`src/sv/assert_macros.svh`:
```
// ----------------------------------------------------------------------------
// Assertion macros
// Shared concurrent assertion forms for the tag lexer.
// ----------------------------------------------------------------------------
`ifndef ASSERT_MACROS_SVH
`define ASSERT_MACROS_SVH

// check prop at every clock edge outside reset
`define ASSERT_CLK(label, clk, rst, prop, msg) \
   label: assert property (@(posedge clk) disable iff (rst) (prop)) else $error(msg);

// check that cond never holds outside reset
`define ASSERT_NEVER(label, clk, rst, cond, msg) \
   label: assert property (@(posedge clk) disable iff (rst) !(cond)) else $error(msg);

`endif

```
`src/sv/xtl_pkg.sv`:
```
// ----------------------------------------------------------------------------
// XML tag lexer package
// Word types, character codes, class and error codes for the lexer.
// ----------------------------------------------------------------------------
package xtl_pkg;

   localparam logic [7:0] CH_LT    = 8'h3C;
   localparam logic [7:0] CH_GT    = 8'h3E;
   localparam logic [7:0] CH_SLASH = 8'h2F;
   localparam logic [7:0] CH_EQ    = 8'h3D;
   localparam logic [7:0] CH_SP    = 8'h20;
   localparam logic [7:0] CH_QUOTE = 8'h22;
   localparam logic [7:0] CH_NL    = 8'h0A;

   localparam logic [2:0] CLS_NONE  = 3'd0;
   localparam logic [2:0] CLS_OPEN  = 3'd1;
   localparam logic [2:0] CLS_TNAME = 3'd2;
   localparam logic [2:0] CLS_ANAME = 3'd3;
   localparam logic [2:0] CLS_VALUE = 3'd4;

   localparam logic [1:0] ERR_NONE  = 2'd0;
   localparam logic [1:0] ERR_STRAY = 2'd1;
   localparam logic [1:0] ERR_QUOTE = 2'd2;
   localparam logic [1:0] ERR_EOF   = 2'd3;

   localparam logic CMD_BYTE = 1'b0;
   localparam logic CMD_END  = 1'b1;

   typedef struct packed {
      logic       cmd;
      logic [7:0] byte_value;
   } req_word_type;

   typedef struct packed {
      logic [2:0] char_class;
      logic [7:0] char_out;
      logic       attr_begins;
      logic       option_done;
      logic       tag_done;
      logic       tag_self_closing;
      logic       tag_closing;
      logic [1:0] error_code;
   } rsp_word_type;

   typedef struct packed {
      logic       inside_tag;
      logic       inside_name;
      logic       inside_attribute;
      logic       inside_value;
      logic       inside_quotes;
      logic       name_started;
      logic       value_started;
      logic       self_closing_flag;
      logic       closing_flag;
      logic [1:0] sticky_error;
   } lex_state_type;

   localparam lex_state_type LEX_STATE_RESET = '0;

endpackage

```
`src/sv/xtl_step.sv`:
```
// ----------------------------------------------------------------------------
// XML tag lexer step
// Next lexer state and result word for one input word.
// ----------------------------------------------------------------------------
module xtl_step (
   input  xtl_pkg::lex_state_type cur_state,
   input  xtl_pkg::req_word_type  req_word,
   output xtl_pkg::lex_state_type next_state,
   output xtl_pkg::rsp_word_type  rsp_word
);

   logic [7:0]           c;
   logic [2:0]           cls;
   logic                 attr_b;
   logic                 opt_d;
   logic                 done;
   xtl_pkg::lex_state_type s;

   assign c = (req_word.cmd == xtl_pkg::CMD_END) ? 8'h00 : req_word.byte_value;

   always_comb begin
      s      = cur_state;
      cls    = xtl_pkg::CLS_NONE;
      attr_b = 1'b0;
      opt_d  = 1'b0;
      done   = 1'b0;
      if (cur_state.sticky_error == xtl_pkg::ERR_NONE) begin
         if (req_word.cmd == xtl_pkg::CMD_END) begin
            if (cur_state.inside_tag) begin
               s.sticky_error = xtl_pkg::ERR_EOF;
            end
         end else if (!cur_state.inside_tag) begin
            if (c == xtl_pkg::CH_LT) begin
               s            = xtl_pkg::LEX_STATE_RESET;
               s.inside_tag = 1'b1;
               cls          = xtl_pkg::CLS_OPEN;
            end else if (!(c inside {xtl_pkg::CH_SP, xtl_pkg::CH_NL})) begin
               s.sticky_error = xtl_pkg::ERR_STRAY;
            end
         end else if (cur_state.inside_name) begin
            case (c)
               xtl_pkg::CH_SLASH: begin
                  s.inside_name       = 1'b0;
                  s.self_closing_flag = 1'b1;
               end
               xtl_pkg::CH_SP: begin
                  s.inside_name = 1'b0;
               end
               xtl_pkg::CH_GT: begin
                  s.inside_name = 1'b0;
                  s.inside_tag  = 1'b0;
                  done          = 1'b1;
               end
               default: begin
                  s.name_started = 1'b1;
                  cls            = xtl_pkg::CLS_TNAME;
               end
            endcase
         end else if (cur_state.inside_attribute) begin
            if (cur_state.inside_value) begin
               if (cur_state.inside_quotes) begin
                  if (c == xtl_pkg::CH_QUOTE) begin
                     s.inside_quotes    = 1'b0;
                     s.inside_value     = 1'b0;
                     s.inside_attribute = 1'b0;
                  end else begin
                     s.value_started = 1'b1;
                     cls             = xtl_pkg::CLS_VALUE;
                  end
               end else begin
                  case (c)
                     xtl_pkg::CH_SLASH: begin
                        s.inside_attribute  = 1'b0;
                        s.inside_value      = 1'b0;
                        s.self_closing_flag = 1'b1;
                     end
                     xtl_pkg::CH_QUOTE: begin
                        if (!cur_state.value_started) begin
                           s.inside_quotes = 1'b1;
                        end else begin
                           s.sticky_error = xtl_pkg::ERR_QUOTE;
                        end
                     end
                     xtl_pkg::CH_SP: begin
                        s.inside_attribute = 1'b0;
                        s.inside_value     = 1'b0;
                     end
                     xtl_pkg::CH_GT: begin
                        s.inside_attribute = 1'b0;
                        s.inside_value     = 1'b0;
                        s.inside_tag       = 1'b0;
                        done               = 1'b1;
                     end
                     default: begin
                        s.value_started = 1'b1;
                        cls             = xtl_pkg::CLS_VALUE;
                     end
                  endcase
               end
            end else begin
               case (c)
                  xtl_pkg::CH_SLASH: begin
                     s.self_closing_flag = 1'b1;
                     s.inside_attribute  = 1'b0;
                     opt_d               = 1'b1;
                  end
                  xtl_pkg::CH_GT: begin
                     opt_d              = 1'b1;
                     s.inside_attribute = 1'b0;
                     s.inside_tag       = 1'b0;
                     done               = 1'b1;
                  end
                  xtl_pkg::CH_EQ: begin
                     attr_b          = 1'b1;
                     s.inside_value  = 1'b1;
                     s.value_started = 1'b0;
                  end
                  default: begin
                     cls = xtl_pkg::CLS_ANAME;
                  end
               endcase
            end
         end else begin
            case (c)
               xtl_pkg::CH_SLASH: begin
                  if (!cur_state.name_started) begin
                     s.closing_flag = 1'b1;
                  end else begin
                     s.self_closing_flag = 1'b1;
                  end
               end
               xtl_pkg::CH_GT: begin
                  s.inside_tag = 1'b0;
                  done         = 1'b1;
               end
               xtl_pkg::CH_SP: begin
               end
               default: begin
                  if (!cur_state.name_started) begin
                     s.inside_name  = 1'b1;
                     s.name_started = 1'b1;
                     cls            = xtl_pkg::CLS_TNAME;
                  end else begin
                     s.inside_attribute = 1'b1;
                     s.inside_value     = 1'b0;
                     s.value_started    = 1'b0;
                     cls                = xtl_pkg::CLS_ANAME;
                  end
               end
            endcase
         end
      end
   end

   assign next_state                = s;
   assign rsp_word.char_class       = cls;
   assign rsp_word.char_out         = c;
   assign rsp_word.attr_begins      = attr_b;
   assign rsp_word.option_done      = opt_d;
   assign rsp_word.tag_done         = done;
   assign rsp_word.tag_self_closing = done & s.self_closing_flag;
   assign rsp_word.tag_closing      = done & s.closing_flag;
   assign rsp_word.error_code       = s.sticky_error;

endmodule

```
`src/sv/xml_tag_lexer_core.sv`:
```
// An accepted word is held in the input register; its result is then registered
// in the result register and presented on rsp_.
// Throughput: one byte per cycle while the result side does not stall; the lexer
// state loop closes in the step logic. The input and result registers each hold
// one word, so a stalled result still lets one more byte in.
// Reset: synchronous; clears the lexer state and empties both registers.
// ----------------------------------------------------------------------------
// XML tag lexer core
// Byte-serial tag tokenizer with an input register and a result register.
// ----------------------------------------------------------------------------
`include "assert_macros.svh"

module xml_tag_lexer_core (
   input  logic                  clock,
   input  logic                  reset,
   input  logic                  req_valid,
   output logic                  req_stall,
   input  xtl_pkg::req_word_type req_word,
   output logic                  rsp_valid,
   input  logic                  rsp_stall,
   output xtl_pkg::rsp_word_type rsp_word
);

   logic                   in_valid_ff;
   xtl_pkg::req_word_type  in_word_ff;
   logic                   out_valid_ff;
   xtl_pkg::rsp_word_type  out_word_ff;
   xtl_pkg::lex_state_type state_ff;
   xtl_pkg::lex_state_type state_in;
   xtl_pkg::rsp_word_type  out_word_in;
   logic                   advance;

   xtl_step u_step (
      .cur_state  (state_ff),
      .req_word   (in_word_ff),
      .next_state (state_in),
      .rsp_word   (out_word_in)
   );

   assign advance   = in_valid_ff & (~out_valid_ff | ~rsp_stall);
   assign req_stall = in_valid_ff & ~advance;
   assign rsp_valid = out_valid_ff;
   assign rsp_word  = out_word_ff;

   always_ff @(posedge clock) begin
      if (reset) begin
         in_valid_ff  <= 1'b0;
         out_valid_ff <= 1'b0;
         state_ff     <= xtl_pkg::LEX_STATE_RESET;
      end else begin
         if (req_valid && !req_stall) begin
            in_valid_ff <= 1'b1;
         end else if (advance) begin
            in_valid_ff <= 1'b0;
         end
         if (advance) begin
            out_valid_ff <= 1'b1;
            state_ff     <= state_in;
         end else if (!rsp_stall) begin
            out_valid_ff <= 1'b0;
         end
      end
   end

   always_ff @(posedge clock) begin
      if (req_valid && !req_stall) begin
         in_word_ff <= req_word;
      end
      if (advance) begin
         out_word_ff <= out_word_in;
      end
   end

   `ASSERT_CLK(a_error_freezes_state, clock, reset,
      state_ff.sticky_error != xtl_pkg::ERR_NONE |=> $stable(state_ff), "state moved after error")
   `ASSERT_CLK(a_error_no_class, clock, reset,
      rsp_valid && rsp_word.error_code != xtl_pkg::ERR_NONE |->
      rsp_word.char_class == xtl_pkg::CLS_NONE, "class reported with error")
   `ASSERT_NEVER(a_stall_when_empty, clock, reset,
      req_stall && !in_valid_ff, "input stalled with empty register")
   `ASSERT_CLK(a_flags_need_done, clock, reset,
      rsp_valid && (rsp_word.tag_self_closing || rsp_word.tag_closing) |->
      rsp_word.tag_done, "tag flags without tag done")

endmodule

```
`config.mk`:
```
export PLATFORM = sky130hd
export DESIGN_NAME = xml_tag_lexer_core
export DESIGN_NICKNAME = d
export VERILOG_FILES = /design/src/sv/xtl_pkg.sv /design/src/sv/xtl_step.sv /design/src/sv/xml_tag_lexer_core.sv
export VERILOG_INCLUDE_DIRS = /design/src /design/src/sv
export SDC_FILE = /design/constraint.sdc
export NUM_CORES = 1
export LEC_CHECK = 0
export BUFFER_PORTS_ARGS = -buffer_cell sky130_fd_sc_hd__buf_2
export CAP_MARGIN = 10
export CORE_MARGIN = 1.5
export CORE_UTILIZATION = 55
export DETAILED_ROUTE_END_ITERATION = 10
export PLACE_DENSITY = 0.85
export SYNTH_ARGS = -nofsm -noshare
export SYNTH_HDL_FRONTEND = slang
export SYNTH_SLANG_ARGS = --single-unit
```
`constraint.sdc`:
```
create_clock -name clock -period 2.72 [get_ports clock]
set_input_delay 0.544 -clock clock [delete_from_list [all_inputs] [get_ports clock]]
set_output_delay 0.544 -clock clock [all_outputs]
set_load 0.01 [all_outputs]
```
Word-level counts from Yosys, hierarchy flattened:

Index checks and enable logic that the tools add are counted.

* bits in registers: 40
* output and inout port bits: 20
* logic and storage cells: 152

* equality and inequality tests: 18
* multiplexer cells: 81
* bitwise gates (word level): 12
* reduce and logical (&&, ||, !) cells: 19

Operator list (count)
* $eq A8 B6 Y1 const B: 6
* $mux W1: 43
* $mux W2: 21
* $mux W3: 13
* $reduce_and A7 Y1: 3
* $ne A3 B3 Y1 const B: 4
* $mux W11: 1
* $ne A5 B5 Y1 const B: 2
* $reduce_and A10 Y1: 1
* $mux W9: 1
* $eq A8 B4 Y1 const B: 1
* $mux W8: 1
* $not A1 Y1: 7
* $ne A2 B2 Y1 const B: 3
* $reduce_bool A2 Y1: 3
* $reduce_or A3 Y1: 2
* $reduce_or A6 Y1: 1
* $reduce_and A5 Y1: 1
* $and A1 B1 Y1: 4
* $mux W4: 1
* $ne A4 B3 Y1 const B: 1
* $reduce_and A4 Y1: 1
* $reduce_or A2 Y1: 2
* $reduce_or A4 Y1: 1
* other kinds (6): 6

Depth between registers and ports, before layout:

* depth after elaboration: 12
* depth in mapped cells: 7
* depth with buffers taken out: 6

Cells and area by module:

Synthesis repeated with hierarchy kept, for this count alone.

* cell total of the unflattened synthesis: 191
* area, all modules: 2110.8 µm²

Modules (own cells, without submodules)
* xml_tag_lexer_core: times used 1, cells each 84, area each 1395.1 µm², seq. area each 1071.0 µm²
* xtl_step: times used 1, cells each 107, area each 715.7 µm², seq. area each 0.0 µm²

Worst setup path after synthesis:

No wires, ideal clock.

* path type: flip-flop to flip-flop
* from: reg in_word_ff[8] (netlist bit)
* to: reg out_word_ff (netlist bit rsp_word[15]), data pin
* library setup time: 261 ps
* arrival: 1956 ps
* required time: 2459 ps
* path slack: 503 ps
* cell stages (with the launch flop): 8
* path buffers: 2
* cell sequence: edfxtp_1 buf_6 or4b_4 or3_1 buf_6 and2_1 a22oi_2 o31ai_1

* longest elaborated chain between the ends: 8
* elaborated cells between the ends (all ways): 16

Ends and longest elaborated chain
* start: declaration: line xml_tag_lexer_core.sv:25 `xtl_pkg::req_word_type in_word_ff;`
* start signal: assignment: line xml_tag_lexer_core.sv:67 `in_word_ff <= req_word;`
* $mux W8: line xtl_step.sv:19 `assign c = (req_word.cmd == xtl_pkg::CMD_END) ? 8'h00 : req_word.byte_value;`
* $eq A8 B6 Y1, on equally long branches: line xtl_step.sv:101, xtl_step.sv:124
* $reduce_or A3 Y1 (no line)
* $mux W2: line xtl_step.sv:101 `case (c)`
* $mux W3: line xtl_step.sv:60 `if (cur_state.inside_value) begin`
* $mux W3: line xtl_step.sv:59 `end else if (cur_state.inside_attribute) begin`
* $mux W3: line xtl_step.sv:40 `end else if (cur_state.inside_name) begin`
* $mux W3: line xtl_step.sv:32 `end else if (!cur_state.inside_tag) begin`
* end signal: assignment: line xml_tag_lexer_core.sv:70 `out_word_ff <= out_word_in;`
* end: declaration: line xml_tag_lexer_core.sv:27 `xtl_pkg::rsp_word_type out_word_ff;`

Parallel ways exist; a longest one is shown, timed or not.
A chain may end at the register's enable or synchronous reset.

Worst setup path in the final report:

* from: reg in_word_ff[6] (netlist bit)
* to: reg out_word_ff (netlist bit rsp_word[15]), data pin

* longest elaborated chain between the ends: 8
* elaborated cells between the ends (all ways): 15

Ends and longest elaborated chain (line)
* $mux W8 *: xtl_step.sv:19
* $eq A8 B6 Y1, on equally long branches: xtl_step.sv:101, xtl_step.sv:124
* $reduce_or A3 Y1 (no line)
* $mux W2: xtl_step.sv:101
* $mux W3: xtl_step.sv:60
* $mux W3: xtl_step.sv:59
* $mux W3: xtl_step.sv:40
* $mux W3 *: xtl_step.sv:32

Mark *: on every way between the ends. The rest lies on a longest branch, timed or not.

==> impl_metrics.ini <==
[run_status]
status = completed

[clock_tree]
cts.htree.levels = 2
tritoncts = done
cts_setup_buffers = 0
clkSinkCount = 40
clockBufferDepth = 2
clk_pin_slew_ns = 0.10
insertion_delay_ns = 0.35
cts_buffers = 5
cts_resized = 0
clock-root-buffer = clkbuf_4
ctsHoldBuffers = 0

[final_layout]
layout_commonest_cell = buf_2
drive_gt1_frac = 0.235
ff_latch_area_um2 = 1070
multi_input_area_um2 = 816
nets = 238
stdcell_area_um2 = 2240
diodes = 0
area_growth_pct = 13.8
final_cell_mix = buf_2, nor2_1, edfxtp_1
fillCellCount = 250
final_util = 0.660

[grt]
grt_pass1_vias = 1478
antenna_found_initial = 0
busiest_layer = met2
grt_overflow = 0
grt_pass1_wl_mm = 6.73
met3_usage = 0.0559
grt_max_degree = 22
grt_use_met2 = 0.352
grt_use_met1 = 0.286
grt_use_total = 0.220

[place]
io_buffer_count = 32
globalplace.congestion = 0.933
dpl_cell_area_um2 = 2160
hpwlAfterDp_mm = 3.07

[critical_path]
cp.arrival_ns = 2.38
critPathSlowestCell = or4b_4
end_kind = register
worst-setup-path-type = register to register
slowest_delay_ns = 0.57
startpoint = in_word_ff[6]
cp_max_fo = 6
regToRegStartpoint = in_word_ff[6]
crit_required_ns = 2.82
startpoint_type = register
crit_path_cell_trace = or4b_4 > or3_1 > and2_1 > a22oi_2 > o31ai_1

[route]
avgViaCountPerCell = 6.03
drcViolationCount = 0
drt_pass1_iterations = 4
ant_nets = 0
avgRoutedWirePerCell_um = 15.2
first_iter_violations = 151
wl_mm = 4.13
via_count = 1641

[pwr]
total_power_mw = 1.14
power.leakage_nw = 0.836
power_density_nw_per_um2 = 512
vdd_ir_drop_max_uv = 409

[sta]
max_slew_margin = 0.536
hold_ws_ns = 0.370
tns_ns = 0
skew_ns = 0.0137
setup_violations = 0
worst_slew_pin_slew_ns = 0.695
fin_crit_sh = 0.837
hold_viol = 0
slew_violations = 0
fmax_mhz = 439
min_period_ns = 2.28
rsz0062_at_grt = false

[synth]
yosys_warnings = 0
async_flop_share = 0
synth_edf_count = 27
synth_flop_cell = edfxtp_1
synth_seq_cells = 40
synth.cell_area_um2 = 1970
syn_nets = 204
syn_inst = 191
ys_types = 48
synth.avg_cell_area_um2 = 10.3
yosysSeqAreaShare = 0.545

[floorplanning]
ios = 33
core_area_um2 = 3390
die_w_um = 62.8
fp.dieH_um = 62.8
design.die.area_um2 = 3940
rows = 21
start_util = 0.580

[worst_hold_path]
min_from = req_word[1]
hold_class = input pin to register

[run]
cap_violations = 0
## worst max-delay path: cells and delay by family, from the launching register on
kind / cells / cell delay, ns
AO/OA/AOI/OAI: 2 / 0.25
AND/OR/NAND/NOR: 3 / 1.34
flip-flops: 1 / 0.44
## layer usage
layer / part of all wire / vias to the layer above
met5: 0 / -
met4: 0.030 / 0
met3: 0.083 / 17
met2: 0.48 / 89
met1: 0.41 / 758
li1: - / 777
## state kept, by name (all words and copies together), names as in the netlist
| register | cells |
|---|---|
| rsp_word | 18 |
| in_valid_ff | 1 |
| state_ff | 11 |
| in_word_ff | 9 |
| rsp_valid | 1 |
## cell type report
type	count	share of cell area
multi-input cells	135	0.365
inverters	7	0.0117
clock inverters	2	0.0157
clock buffers	6	0.0185
flip-flops and latches	40	0.479
repair buffers	36	0.0850
well taps	46	0.0257
## cell families (layout without fill, tap and decap cells)
kind of cell | count (synthesis) | after routing | synth area share
flip-flops | 40 | 40 | 0.545
AND/OR/NAND/NOR | 91 | 91 | 0.248
multiplexers | 3 | 3 | 0.0153
XOR/XNOR | 1 | 1 | 0.00446
AO/OA/AOI/OAI | 40 | 40 | 0.148
buffers and inverters | 16 | 51 | 0.0401
## metrics by stage
stage               setup WS [ns]  instances
floorplan                   0.503        191
global placement            0.546        264
detailed placement          0.474        264
CTS                         0.457        272
global route                0.347        272
finish                      0.444        272
## path summary, 6_finish.rpt
path,endpoint,slack [ns],depth (start not counted)
hold / removal,in_word_ff[1],0.37,1
setup reg to reg,rsp_word[15],0.44,5
setup / recovery,rsp_word[15],0.44,5
hold reg to reg,state_ff[2],0.49,2
## where the power goes
part,internal [mW],leakage (nW),switching [mW]
combinational,0.0330,0.427,0.0476
clock,0.193,0.0422,0.183
sequential,0.672,0.366,0.0157
## Yosys cell counts, types with 2 or more instances
| master | instances | area (um2) |
|---|---|---|
| edfxtp_1 | 27 | 811 |
| nor2_1 | 27 | 101 |
| dfxtp_1 | 13 | 260 |
| a21oi_1 | 12 | 60.1 |
| nor2b_1 | 12 | 75.1 |
| nand2_1 | 11 | 41.3 |
| nor3_1 | 8 | 40.0 |
| inv_1 | 7 | 26.3 |
| nor4_1 | 7 | 43.8 |
| o21ai_0 | 7 | 35.0 |
| nand3_1 | 6 | 30.0 |
| clkbuf_1 | 5 | 18.8 |
| or3_1 | 4 | 25.0 |
| mux2i_1 | 3 | 30.0 |
| nand2b_1 | 3 | 18.8 |
| and2_1 | 2 | 12.5 |
| and3_1 | 2 | 12.5 |
| buf_6 | 2 | 22.5 |
| nand4_1 | 2 | 12.5 |
| o2111ai_1 | 2 | 17.5 |
| or4b_2 | 2 | 20.0 |
Power figures use the tool's default switching activity.
